[config.mk]
export PLATFORM = sky130hd
export DESIGN_NAME = duration_text_parser_core_flat
export DESIGN_NICKNAME = d
export VERILOG_FILES = /design/src/rtl/dtp_pkg.sv /design/src/rtl/dtp_text_if.sv /design/src/rtl/dtp_span_if.sv /design/src/rtl/duration_text_parser_core.sv /design/src/flat_wrapper.sv
export SDC_FILE = /design/constraint.sdc
export NUM_CORES = 2
export LEC_CHECK = 0
export ABC_AREA = 1
export BUFFER_PORTS_ARGS = -buffer_cell sky130_fd_sc_hd__clkbuf_2
export CAP_MARGIN = 20
export CELL_PAD_IN_SITES_DETAIL_PLACEMENT = 0
export CELL_PAD_IN_SITES_GLOBAL_PLACEMENT = 2
export CORE_MARGIN = 2
export CORE_UTILIZATION = 41
export DETAILED_ROUTE_END_ITERATION = 16
export HOLD_SLACK_MARGIN = 0.03
export PLACE_DENSITY_LB_ADDON = 0.1
export SLEW_MARGIN = 40
export SYNTH_ARGS = -nofsm -noshare
export SYNTH_HDL_FRONTEND = slang
export SYNTH_SLANG_ARGS = --single-unit
[constraint.sdc]
create_clock -name clk -period 19.6 [get_ports clk]
set_input_delay 0.98 -clock clk [delete_from_list [all_inputs] [get_ports clk]]
set_output_delay 0.98 -clock clk [all_outputs]
set_load 0.05 [all_outputs]
[src/rtl/dtp_pkg.sv]
// shared types, constants and field reader functions of the duration text parser
package dtp_pkg;

    localparam int FIELD_BUFFER_BYTES = 12;
    localparam int LEN_W = $clog2(FIELD_BUFFER_BYTES + 1);

    localparam logic [7:0] CH_COLON = 8'h3A;
    localparam logic [7:0] CH_DOT   = 8'h2E;
    localparam logic [7:0] CH_PLUS  = 8'h2B;
    localparam logic [7:0] CH_MINUS = 8'h2D;
    localparam logic [7:0] CH_SPACE = 8'h20;
    localparam logic [7:0] CH_TAB   = 8'h09;
    localparam logic [7:0] CH_CR    = 8'h0D;
    localparam logic [7:0] CH_ZERO  = 8'h30;
    localparam logic [7:0] CH_NINE  = 8'h39;
    localparam logic [7:0] CH_NUL   = 8'h00;

    localparam logic [1:0] AU_SKIP   = 2'd0;
    localparam logic [1:0] AU_DIGITS = 2'd1;
    localparam logic [1:0] AU_STOP   = 2'd2;

    localparam logic [1:0] MAX_COLONS = 2'd2;

    localparam logic [31:0] MAG_CAP = 32'h8000_0001;
    localparam logic [31:0] NEG_LIM = 32'h8000_0000;
    localparam logic [31:0] POS_LIM = 32'h7FFF_FFFF;

    localparam logic [LEN_W-1:0] LEN_CAP = LEN_W'(FIELD_BUFFER_BYTES);

    typedef struct packed {
        logic [1:0]       mode;
        logic             neg;
        logic [31:0]      mag;
        logic [LEN_W-1:0] len;
    } au_t;

    typedef struct packed {
        au_t               seg;
        au_t               mic;
        logic [1:0]        colons;
        logic signed [31:0] cf0;
        logic signed [31:0] cf1;
        logic              dot;
        logic [LEN_W-1:0]  pre_len;
        logic              abort;
        logic              clamp;
    } rest_t;

    function automatic logic is_ws(logic [7:0] c);
        return (c == CH_SPACE) || (c >= CH_TAB && c <= CH_CR);
    endfunction

    function automatic au_t au_feed(au_t u, logic [7:0] c);
        au_t r;
        logic digit;
        logic [35:0] prod;
        r = u;
        digit = (c >= CH_ZERO) && (c <= CH_NINE);
        prod = {4'b0, u.mag} * 36'd10 + {32'b0, c[3:0]};
        if (u.len < LEN_CAP)
        begin
            r.len = u.len + 1'b1;
        end
        if (u.mode == AU_SKIP)
        begin
            if (!is_ws(c))
            begin
                if (c == CH_PLUS || c == CH_MINUS)
                begin
                    r.neg = (c == CH_MINUS);
                    r.mode = AU_DIGITS;
                end
                else if (digit)
                begin
                    r.mag = {28'b0, c[3:0]};
                    r.mode = AU_DIGITS;
                end
                else
                begin
                    r.mode = AU_STOP;
                end
            end
        end
        else if (u.mode == AU_DIGITS)
        begin
            if (digit)
            begin
                r.mag = (prod > {4'b0, MAG_CAP}) ? MAG_CAP : prod[31:0];
            end
            else
            begin
                r.mode = AU_STOP;
            end
        end
        return r;
    endfunction

    // closed form of n whitespace bytes into one reader
    function automatic au_t au_spaces(au_t u, logic [7:0] n);
        au_t r;
        logic [8:0] lsum;
        r = u;
        lsum = 9'(u.len) + {1'b0, n};
        r.len = (lsum >= 9'(FIELD_BUFFER_BYTES)) ? LEN_CAP : lsum[LEN_W-1:0];
        if (n != 8'd0 && u.mode == AU_DIGITS)
        begin
            r.mode = AU_STOP;
        end
        return r;
    endfunction

    // clamp flag on top, value below
    function automatic logic [32:0] au_value(au_t u);
        logic [32:0] r;
        if (u.neg)
        begin
            if (u.mag > NEG_LIM)
            begin
                r = {1'b1, NEG_LIM};
            end
            else
            begin
                r = {1'b0, 32'(-u.mag)};
            end
        end
        else
        begin
            if (u.mag > POS_LIM)
            begin
                r = {1'b1, POS_LIM};
            end
            else
            begin
                r = {1'b0, u.mag};
            end
        end
        return r;
    endfunction

    function automatic rest_t rest_chk(rest_t s, logic [LEN_W-1:0] len, logic cl);
        rest_t r;
        r = s;
        if (!s.abort)
        begin
            if (len >= LEN_CAP)
            begin
                r.abort = 1'b1;
            end
            else if (len != '0 && cl)
            begin
                r.clamp = 1'b1;
            end
        end
        return r;
    endfunction

    function automatic rest_t rest_feed(rest_t s, logic [7:0] c);
        rest_t r;
        logic [32:0] v;
        r = s;
        v = au_value(s.seg);
        if (c == CH_COLON && s.colons < MAX_COLONS)
        begin
            r = rest_chk(s, s.seg.len, v[32]);
            if (s.colons[0] == 1'b0)
            begin
                r.cf0 = v[31:0];
            end
            else
            begin
                r.cf1 = v[31:0];
            end
            r.colons = s.colons + 1'b1;
            r.seg = '0;
            r.mic = '0;
            r.dot = 1'b0;
            r.pre_len = '0;
        end
        else if (!s.dot && c == CH_DOT)
        begin
            r.pre_len = s.seg.len;
            r.dot = 1'b1;
            r.seg = au_feed(s.seg, c);
        end
        else
        begin
            r.seg = au_feed(s.seg, c);
            if (s.dot)
            begin
                r.mic = au_feed(s.mic, c);
            end
        end
        return r;
    endfunction

    function automatic rest_t rest_spaces(rest_t s, logic [7:0] n);
        rest_t r;
        r = s;
        r.seg = au_spaces(s.seg, n);
        if (s.dot)
        begin
            r.mic = au_spaces(s.mic, n);
        end
        return r;
    endfunction

endpackage

[src/rtl/dtp_text_if.sv]
// byte channel of the duration text
interface dtp_text_if;
    logic       valid;
    logic       ready;
    logic [7:0] char_code;
    logic       last_char;

    modport source (output valid, output char_code, output last_char, input ready);
    modport sink (input valid, input char_code, input last_char, output ready);
endinterface

[src/rtl/dtp_span_if.sv]
// result channel of the duration total
interface dtp_span_if;
    logic               valid;
    logic               ready;
    logic signed [63:0] span_micros;
    logic               field_too_long;
    logic               value_clamped;

    modport source (output valid, output span_micros, output field_too_long,
                    output value_clamped, input ready);
    modport sink (input valid, input span_micros, input field_too_long,
                  input value_clamped, output ready);
endinterface

[src/rtl/duration_text_parser_core.sv]
// duration text parser top level: byte parser and total pipeline
// one byte accepted per cycle while the result pipeline advances
// the last byte transfer edge loads the first of five stages; the result is valid once it reaches the fifth
// a full result register and a stalled sink hold the whole pipeline and the byte input
// reset clears the parser to the leading whitespace state and empties the pipeline
module duration_text_parser_core (
    input  logic clk,
    input  logic rst_n,
    dtp_text_if.sink   text,
    dtp_span_if.source span
);
    import dtp_pkg::*;

    localparam logic [2:0] PH_LEAD   = 3'd0;
    localparam logic [2:0] PH_FIRST  = 3'd1;
    localparam logic [2:0] PH_GAP    = 3'd2;
    localparam logic [2:0] PH_REST   = 3'd3;
    localparam logic [2:0] PH_NULLED = 3'd4;

    logic [2:0]  phase_reg, phase_next;
    logic [7:0]  pend_reg, pend_next;
    au_t         day_reg, day_next;
    logic signed [31:0] dval_reg, dval_next;
    logic [1:0]  err_reg, err_next;
    rest_t       rest_reg, rest_next;

    logic        advance, take, sp;
    logic [32:0] dv, sv, mv;
    rest_t       rf, rs;
    logic        live, has_day, too_f, cl_f;
    logic signed [31:0] f_day, f_h, f_m, f_sec, f_mic;

    logic        v1_reg, v2_reg, v3_reg, v4_reg, v5_reg;
    logic signed [31:0] day1_reg, h1_reg, m1_reg, sec1_reg, mic1_reg;
    logic        too1_reg, too2_reg, too3_reg, too4_reg, too5_reg;
    logic        cl1_reg, cl2_reg, cl3_reg, cl4_reg, cl5_reg;
    logic signed [49:0] pd2_reg, ph2_reg, pm2_reg;
    logic signed [31:0] sec2_reg, mic2_reg, mic3_reg, mic4_reg;
    logic signed [49:0] s3_reg;
    logic [44:0] lo4_reg;
    logic signed [45:0] hi4_reg;
    logic signed [63:0] tot5_reg;
    logic signed [45:0] hi_ext;

    assign advance = !v5_reg || span.ready;
    assign text.ready = advance;
    assign take = text.valid && advance;
    assign sp = is_ws(text.char_code);

    always_comb
    begin
        phase_next = phase_reg;
        pend_next = pend_reg;
        day_next = day_reg;
        dval_next = dval_reg;
        err_next = err_reg;
        rest_next = rest_reg;
        dv = au_value(day_reg);
        rs = '0;
        unique case (phase_reg)
            PH_LEAD:
            begin
                if (!sp)
                begin
                    if (text.char_code == CH_NUL)
                    begin
                        phase_next = PH_NULLED;
                    end
                    else
                    begin
                        day_next = au_feed(day_reg, text.char_code);
                        rest_next = rest_feed(rest_reg, text.char_code);
                        phase_next = PH_FIRST;
                    end
                end
            end
            PH_FIRST:
            begin
                if (sp)
                begin
                    pend_next = 8'd1;
                    phase_next = PH_GAP;
                end
                else
                begin
                    day_next = au_feed(day_reg, text.char_code);
                    rest_next = rest_feed(rest_reg, text.char_code);
                end
            end
            PH_GAP:
            begin
                if (sp)
                begin
                    if (pend_reg != 8'hFF)
                    begin
                        pend_next = pend_reg + 8'd1;
                    end
                end
                else
                begin
                    dval_next = dv[31:0];
                    if (day_reg.len >= LEN_CAP)
                    begin
                        err_next = 2'b01;
                    end
                    else if (dv[32])
                    begin
                        err_next = 2'b10;
                    end
                    else
                    begin
                        err_next = 2'b00;
                    end
                    rs = rest_spaces('0, pend_reg - 8'd1);
                    rest_next = rest_feed(rs, text.char_code);
                    pend_next = 8'd0;
                    phase_next = PH_REST;
                end
            end
            PH_REST:
            begin
                if (sp)
                begin
                    if (pend_reg != 8'hFF)
                    begin
                        pend_next = pend_reg + 8'd1;
                    end
                end
                else
                begin
                    rs = rest_spaces(rest_reg, pend_reg);
                    rest_next = rest_feed(rs, text.char_code);
                    pend_next = 8'd0;
                end
            end
            default:
            begin
                phase_next = phase_reg;
            end
        endcase

        // fields of the finished text
        live = (phase_next == PH_FIRST) || (phase_next == PH_GAP) || (phase_next == PH_REST);
        has_day = (phase_next == PH_REST);
        too_f = has_day && err_next[0];
        cl_f = has_day && err_next[1];
        rf = rest_next;
        sv = au_value(rf.seg);
        rf = rest_chk(rf, rf.dot ? rf.pre_len : rf.seg.len, sv[32]);
        mv = au_value(rf.mic);
        if (rf.dot)
        begin
            rf = rest_chk(rf, rf.mic.len, mv[32]);
        end
        if (!too_f)
        begin
            too_f = rf.abort;
            cl_f = cl_f || rf.clamp;
        end
        if (!live)
        begin
            too_f = 1'b0;
            cl_f = 1'b0;
        end
        f_day = '0;
        f_h = '0;
        f_m = '0;
        f_sec = '0;
        f_mic = '0;
        if (live && !too_f)
        begin
            f_day = has_day ? dval_next : 32'sd0;
            if (rf.colons == MAX_COLONS)
            begin
                f_h = rf.cf0;
                f_m = rf.cf1;
            end
            else if (rf.colons == 2'd1)
            begin
                f_m = rf.cf0;
            end
            f_sec = sv[31:0];
            f_mic = rf.dot ? mv[31:0] : 32'sd0;
        end
    end

    always_ff @(posedge clk or negedge rst_n)
    begin
        if (!rst_n)
        begin
            phase_reg <= PH_LEAD;
            pend_reg <= '0;
            day_reg <= '0;
            dval_reg <= '0;
            err_reg <= '0;
            rest_reg <= '0;
        end
        else if (take)
        begin
            if (text.last_char)
            begin
                phase_reg <= PH_LEAD;
                pend_reg <= '0;
                day_reg <= '0;
                dval_reg <= '0;
                err_reg <= '0;
                rest_reg <= '0;
            end
            else
            begin
                phase_reg <= phase_next;
                pend_reg <= pend_next;
                day_reg <= day_next;
                dval_reg <= dval_next;
                err_reg <= err_next;
                rest_reg <= rest_next;
            end
        end
    end

    always_ff @(posedge clk or negedge rst_n)
    begin
        if (!rst_n)
        begin
            v1_reg <= 1'b0;
            v2_reg <= 1'b0;
            v3_reg <= 1'b0;
            v4_reg <= 1'b0;
            v5_reg <= 1'b0;
        end
        else if (advance)
        begin
            v1_reg <= take && text.last_char;
            v2_reg <= v1_reg;
            v3_reg <= v2_reg;
            v4_reg <= v3_reg;
            v5_reg <= v4_reg;
        end
    end

    assign hi_ext = {{21{s3_reg[49]}}, s3_reg[49:25]};

    always_ff @(posedge clk)
    begin
        if (advance)
        begin
            day1_reg <= f_day;
            h1_reg <= f_h;
            m1_reg <= f_m;
            sec1_reg <= f_sec;
            mic1_reg <= f_mic;
            too1_reg <= too_f;
            cl1_reg <= cl_f;

            pd2_reg <= {{18{day1_reg[31]}}, day1_reg} * 50'sd86400;
            ph2_reg <= {{18{h1_reg[31]}}, h1_reg} * 50'sd3600;
            pm2_reg <= {{18{m1_reg[31]}}, m1_reg} * 50'sd60;
            sec2_reg <= sec1_reg;
            mic2_reg <= mic1_reg;
            too2_reg <= too1_reg;
            cl2_reg <= cl1_reg;

            s3_reg <= pd2_reg + ph2_reg + pm2_reg + {{18{sec2_reg[31]}}, sec2_reg};
            mic3_reg <= mic2_reg;
            too3_reg <= too2_reg;
            cl3_reg <= cl2_reg;

            lo4_reg <= {20'b0, s3_reg[24:0]} * 45'd1000000;
            hi4_reg <= hi_ext * 46'sd1000000;
            mic4_reg <= mic3_reg;
            too4_reg <= too3_reg;
            cl4_reg <= cl3_reg;

            tot5_reg <= ({{18{hi4_reg[45]}}, hi4_reg} <<< 25) + {19'b0, lo4_reg}
                        + {{32{mic4_reg[31]}}, mic4_reg};
            too5_reg <= too4_reg;
            cl5_reg <= cl4_reg;
        end
    end

    assign span.valid = v5_reg;
    assign span.span_micros = tot5_reg;
    assign span.field_too_long = too5_reg;
    assign span.value_clamped = cl5_reg;

    a_too_long_zero: assert property (@(posedge clk) disable iff (!rst_n)
        span.valid && span.field_too_long |-> span.span_micros == 64'sd0)
        else $error("too long field with nonzero span");

    a_last_resets: assert property (@(posedge clk) disable iff (!rst_n)
        text.valid && text.ready && text.last_char |=> phase_reg == PH_LEAD)
        else $error("parser not back in leading state after last byte");

    a_pend_phase: assert property (@(posedge clk) disable iff (!rst_n)
        pend_reg != 8'd0 |-> (phase_reg == PH_GAP || phase_reg == PH_REST))
        else $error("pending whitespace outside gap or rest");

    a_result_follows: assert property (@(posedge clk) disable iff (!rst_n)
        text.valid && text.ready && text.last_char |=> v1_reg)
        else $error("last byte transfer without result in flight");

endmodule
[src/flat_wrapper.sv]
// flat-port wrapper written by rule: the top's interface ports become plain ports
module duration_text_parser_core_flat import dtp_pkg::*;
  (clk, rst_n, text_valid, text_char_code, text_last_char, text_ready, span_valid, span_span_micros, span_field_too_long, span_value_clamped, span_ready);
  dtp_text_if text_i ();
  dtp_span_if span_i ();
  input  logic clk;
  input  logic rst_n;
  input wire logic [$bits(text_i.valid)-1:0] text_valid;
  input wire logic [$bits(text_i.char_code)-1:0] text_char_code;
  input wire logic [$bits(text_i.last_char)-1:0] text_last_char;
  output wire logic [$bits(text_i.ready)-1:0] text_ready;
  output wire logic [$bits(span_i.valid)-1:0] span_valid;
  output wire logic [$bits(span_i.span_micros)-1:0] span_span_micros;
  output wire logic [$bits(span_i.field_too_long)-1:0] span_field_too_long;
  output wire logic [$bits(span_i.value_clamped)-1:0] span_value_clamped;
  input wire logic [$bits(span_i.ready)-1:0] span_ready;
  assign text_i.valid = text_valid;
  assign text_i.char_code = text_char_code;
  assign text_i.last_char = text_last_char;
  assign text_ready = text_i.ready;
  assign span_valid = span_i.valid;
  assign span_span_micros = span_i.span_micros;
  assign span_field_too_long = span_i.field_too_long;
  assign span_value_clamped = span_i.value_clamped;
  assign span_i.ready = span_ready;
  duration_text_parser_core u_core (.clk(clk), .rst_n(rst_n), .text(text_i), .span(span_i));
endmodule
-- Yosys cells after proc, flatten, opt, wreduce, memory -nomap -nowiden
Cells that the tools add are included.
- register bits after elaboration: 861
- input port bits: 13
- output and inout bits: 68
- logic and storage cells: 368
- $lt $le $gt $ge: 32
- add/subtract/negate cells: 24
- equal/unequal tests: 24
- muxes and demuxes: 178
- multipliers: 9
- reductions and logical operators: 47
- operators with widths (operator ; count):
    32-bit 2-to-1 mux ; 37
    151-bit 2-to-1 mux ; 6
    33-bit 2-to-1 mux ; 20
    151-bit one-hot mux with 4 select lines ; 1
    39-bit 2-to-1 mux ; 12
    66-bit 2-to-1 mux ; 3
    78-bit 2-to-1 mux ; 2
    50-bit adder ; 3
    36-bit by 4-bit adder with 36-bit output ; 4
    36-bit by 32-bit greater-than comparator with 1-bit output, second input constant ; 4
    32-bit by 3-bit multiplier with 35-bit output, second input constant ; 4
    32-bit by 31-bit greater-than comparator with 1-bit output, second input constant ; 4
    32-bit greater-than comparator, second input constant ; 4
    32-bit negator ; 4
    39-bit one-hot mux with 2 select lines ; 1
    2-bit 2-to-1 mux ; 35
    65-bit 2-to-1 mux ; 1
    64-bit by 45-bit adder with 64-bit output ; 1
    64-bit adder ; 1
    50-bit by 10-bit multiplier with 43-bit output, second input constant ; 1
    50-bit by 4-bit multiplier with 48-bit output, second input constant ; 1
    50-bit by 8-bit multiplier with 46-bit output, second input constant ; 1
    4-bit 2-to-1 mux ; 12
    8-bit by 6-bit equality test with 1-bit output, second input constant ; 5
    43 further kinds ; 147

-- Logic depth before layout (Yosys ltp)
- depth in word-level cells: 34
- gate-level depth with buffers: 45
- depth with buffers taken out: 45

-- Least setup slack after synthesis
Ideal clock, no wire load.
- path type: input to register
- start point: in span_ready
- end point: reg u_core.day_reg[14] in the netlist's numbering
- arrival: 17.853 ns
- stages: 11
- path buffers: 1
- required time: 19.504 ns
- setup time: 0.096 ns
- setup slack: 1.651 ns
- path through: nor2_1 > inv_1 > nand2_1 > a31oi_1 > nand3_1 > a22oi_1 > inv_1 > nor2_1 > nand2_1 > clkbuf_1 > o31ai_1
- word-level cells in the longest chain between the ends: 3
- ends and longest elaborated chain (what ; line ; source):
    start, declared ; flat_wrapper.sv:16 ; input wire logic [$bits(span_i.ready)-1:0] span_ready;
    1-bit logical OR ; duration_text_parser_core.sv:45 ; assign advance = !v5_reg || span.ready;
    via text_ready ; flat_wrapper.sv:11 ; output wire logic [$bits(text_i.ready)-1:0] text_ready;
    1-bit logical AND ; duration_text_parser_core.sv:47 ; assign take = text.valid && advance;
    5-bit AND reduction (no line) ; n/a ;
    end signal, assigned ; duration_text_parser_core.sv:213 ; day_reg <= day_next;
    end, declared ; duration_text_parser_core.sv:22 ; au_t day_reg, day_next;
The timed path passes the listed nets, and every way through them passes these cells.
A chain may end at the register's enable or synchronous reset.

-- Final worst setup path
- start point: reg u_core.rest_reg[80] in the netlist's numbering
- end point: reg u_core.mic1_reg[2] (data pin)
- word-level cells in the longest chain between the ends: 18
- elaborated cells on any way between the ends: 39
- those cells by class: 3 x add/sub; 2 x mul; 4 x order compare; 30 x mux
- ends and longest elaborated chain (what ; line ; source):
    start, declared ; duration_text_parser_core.sv:25 ; rest_t rest_reg, rest_next;
    start signal, assigned ; duration_text_parser_core.sv:216 ; rest_reg <= rest_next;
    39-bit 2-to-1 mux ; dtp_pkg.sv:200 ; if (s.dot)
    39-bit 2-to-1 mux ; duration_text_parser_core.sv:122 ; if (sp)
    39-bit 2-to-1 mux ; duration_text_parser_core.sv:60 ; unique case (phase_reg)
    32-bit by 3-bit multiplier with 35-bit output ; dtp_pkg.sv:59 ; prod = {4'b0, u.mag} * 36'd10 + {32'b0, c[3:0]};
    36-bit by 4-bit adder with 36-bit output ; dtp_pkg.sv:59 ;
    36-bit by 32-bit greater-than comparator with 1-bit output ; dtp_pkg.sv:88 ; r.mag = (prod > {4'b0, MAG_CAP}) ? MAG_CAP : prod[31:0];
    32-bit 2-to-1 mux ; dtp_pkg.sv:88 ;
    32-bit 2-to-1 mux ; dtp_pkg.sv:86 ; if (digit)
    [2 not listed] ; n/a ;
    39-bit 2-to-1 mux ; dtp_pkg.sv:188 ; if (s.dot)
    39-bit 2-to-1 mux ; dtp_pkg.sv:179 ; else if (!s.dot && c == CH_DOT)
    78-bit 2-to-1 mux ; dtp_pkg.sv:162 ; if (c == CH_COLON && s.colons < MAX_COLONS)
    151-bit 2-to-1 mux ; duration_text_parser_core.sv:122 ;
    151-bit one-hot mux with 4 select lines * ; duration_text_parser_core.sv:60 ;
    32-bit negator (tied with other cells) ; dtp_pkg.sv:123 ; r = {1'b0, 32'(-u.mag)};
    33-bit 2-to-1 mux, on equally long branches ; dtp_pkg.sv:117, dtp_pkg.sv:128 ;
    33-bit 2-to-1 mux * ; dtp_pkg.sv:115 ; if (u.neg)
    end signal, assigned ; duration_text_parser_core.sv:251 ; mic1_reg <= f_mic;
    end, declared ; duration_text_parser_core.sv:34 ; logic signed [31:0] day1_reg, h1_reg, m1_reg, sec1_reg, mic1_reg;
Every way passes the cells marked *; elsewhere a longest branch is shown, timed or not. The select of a mux whose other input is x is not followed.

==> impl_metrics.csv <==
group,metric,value,unit
clocking,cts-root-buf,"clkbuf_16",
clocking,cts_tree,"built",
routing,dr.pass1.iters,6,
clocking,cts.sinks,851,
synthesis,synth.distinct_cells,77,
sta,hold_violations,0,
global_routing,grt_first_pass_wirelength,395000,um
sta,relSlewSlack,0.380,
placed_design,place_congestion,0.891,
sta,setup_violations,0,
layout,fillers,19700,
sta,fmax,0.137,GHz
synthesis,synth_most_common_cell,"nand2_1",
floorplanning,die_w,452,um
layout,drive_gt1_frac,0.0601,
sta,worst_slew_pin_slew,0.930,ns
layout,final_nets,11300,
worst_setup_path,max_stage_delay,0.56,ns
worst_setup_path,crit_arrival,7.92,ns
placed_design,port_buffers,80,
worst_setup_path,worstSetupEndpointType,"register",
job,maxCapViolations,0,
global_routing,grt_antenna_before_repair,9,
worst_setup_path,cp.required,20.23,ns
synthesis,synth_commonest_cells,"1952 x nand2_1, 1513 x inv_1, 906 x ha_1",
floorplanning,dieArea,0.205,mm2
worst_setup_path,cp_max_fo,34,
sta,fin_crit_sh,0.372,
clocking,clock_latency,0.79,ns
global_routing,grt_max_degree,152,
placed_design,dpl.hpwl,199000,um
global_routing,grt_use_total,0.248,
routing,viasPerCell,5.29,
clocking,cts-hold-fix-buffers,0,
sta,skew,0.0453,ns
synthesis,synth.largest_area_cell,"edfxtp_1",
clocking,cts_buffers,107,
floorplanning,core_area,0.200,mm2
floorplanning,fp-row-count,164,
global_routing,grt-ovfl-total,0,
floorplanning,ios,81,
routing,vias,66800,
clocking,clkTransAtPathRegs,0.07,ns
synthesis,synth-main-ff-cell,"edfxtp_1",
worst_hold_path,hp-class,"input pin to async pin",
clocking,cts-htree-levels,3,
synthesis,seq_area_frac_synth,0.296,
status,status,"complete, no violations",
synthesis,syn-instance-count,9839,
routing,wl,255000,um
clocking,cts.path.max_buffers,3,
synthesis,synth.avg_cell_area,8.37,um2
sta,period_needed,7.29,ns
synthesis,syn_area,0.0824,mm2
clocking,postCtsSetupRepairBufs,0,
worst_setup_path,start_kind,"register",
worst_setup_path,critPathSlowestCell,"dfrtp_1",
layout,syn2layout_area_growth,9.03,%
routing,drtIter0Drc,5008,
synthesis,synth_seq_cells,851,
worst_setup_path,crit_top_cell,"nand2_1",
floorplanning,dieHeight,452,um
synthesis,async_flop_share,0.282,
synthesis,synthTopCellsByArea,"edfxtp_1 22%, ha_1 14%, fa_1 13%, nand2_1 8.9%, dfrtp_1 7.3%",
global_routing,grt_pass1_vias,65900,
layout,largest_reg_flops,151,
synthesis,synth_top_area_frac,0.223,
sta,slew_viol_final,0,
sta,tns,0,ns
routing,routedWlPerCell,20.2,um
routing,drc,0,
floorplanning,start_util,0.413,
synthesis,syn_nets,11300,
synthesis,yosys_warnings,0,
synthesis,synth_edf_count,611,
worst_setup_path,crit_type,"register to register",
routing,drtAntennaViolNets,0,
clocking,ctsResizeCount,0,
sta,rsz0062_at_grt,"false",
==> layout by cell type, fill, tap and decap left out, types with 71 or more instances in the layout <==
cell | netlist | routed
dfrtp_1 | 240 | 238
o211ai_1 | 75 | 75
xor2_1 | 307 | 303
buf_4 | 8 | 71
xnor2_1 | 130 | 128
ha_1 | 906 | 906
nand4_1 | 127 | 127
nand3_1 | 456 | 456
nor2_1 | 680 | 664
nor3_1 | 100 | 100
clkbuf_2 | 0 | 79
clkbuf_16 | 0 | 107
edfxtp_1 | 611 | 611
a21oi_1 | 670 | 669
o21ai_0 | 483 | 480
fa_1 | 520 | 520
nand2_1 | 1952 | 1947
inv_1 | 1513 | 1508
o22ai_1 | 201 | 201
==> path summary, 6_finish.rpt <==
| check | from | end | cells after the start | slack (ns) |
|---|---|---|---|---|
| max | u_core.rest_reg[80] | u_core.mic1_reg[2] | 36 | 12.31 |
| min | rst_n | u_core.day_reg[22] | 1 | 0.07 |
| max reg2reg | u_core.rest_reg[80] | u_core.mic1_reg[2] | 36 | 12.31 |
| min reg2reg | u_core.mic1_reg[21] | u_core.mic2_reg[21] | 0 | 0.42 |
| max in group asynchronous | rst_n | u_core.pend_reg[2] | 4 | 17.53 |
| min in group clk | u_core.mic1_reg[21] | u_core.mic2_reg[21] | 0 | 0.42 |
==> layer usage <==
layer	up-vias	global-route usage	share of wire
li1	32900	-	-
met1	32000	0.362	0.48
met2	1584	0.387	0.44
met3	256	0.0339	0.054
met4	0	0.0617	0.024
met5	-	0	0
==> logic make-up after synthesis <==
logic type | after synthesis | share of synthesized area
simple gates | 3526 | 0.183
buf+inv | 1810 | 0.0848
compound gates | 1784 | 0.125
fa+ha+maj | 1426 | 0.264
flops | 851 | 0.296
xor+xnor | 438 | 0.0467
mux | 4 | 0.000501
==> per-stage QoR <==
stage          worst slack (ns)  instance area, um2  cells  hold slack [ns]  utilization
2_1_floorplan              1.65               82400   9839            0.400            -
3_5_place_dp              12.18               85800  12400            0.405        0.430
6_report                  12.31               89800  12600           0.0731        0.450
4_1_cts                   12.41               89700  12600            0.233        0.449
5_1_grt                   11.70               89800  12600           0.0601        0.450
3_3_place_gp              12.17               85700  12400            0.401        0.429
==> critical path, delay by kind of cell (launching register included) <==
kind                       cells  cell delay, ns
AOI/OAI and AO/OA              5            1.24
DFF                            1            0.56
and+or+nand+nor               26            3.76
adders and majority gates      4            1.30
xor gates and xnor gates       1            0.23
==> cell type report <==
cell class                 count  area (um2)  share of cell area
timing repair buffer         166        1150              0.0128
sequential                   851       24400               0.271
inverter                    1551        5840              0.0650
clock buffer                 125        2810              0.0312
tap                         2656        3320              0.0370
clock inverter                79        1130              0.0126
multi-input combinational   7178       51200               0.570
antenna                        8        20.0            0.000223
Power is left out: the tool's default activity adds up to more than one toggle a clock period on the data nets, which glitch-free logic cannot reach.
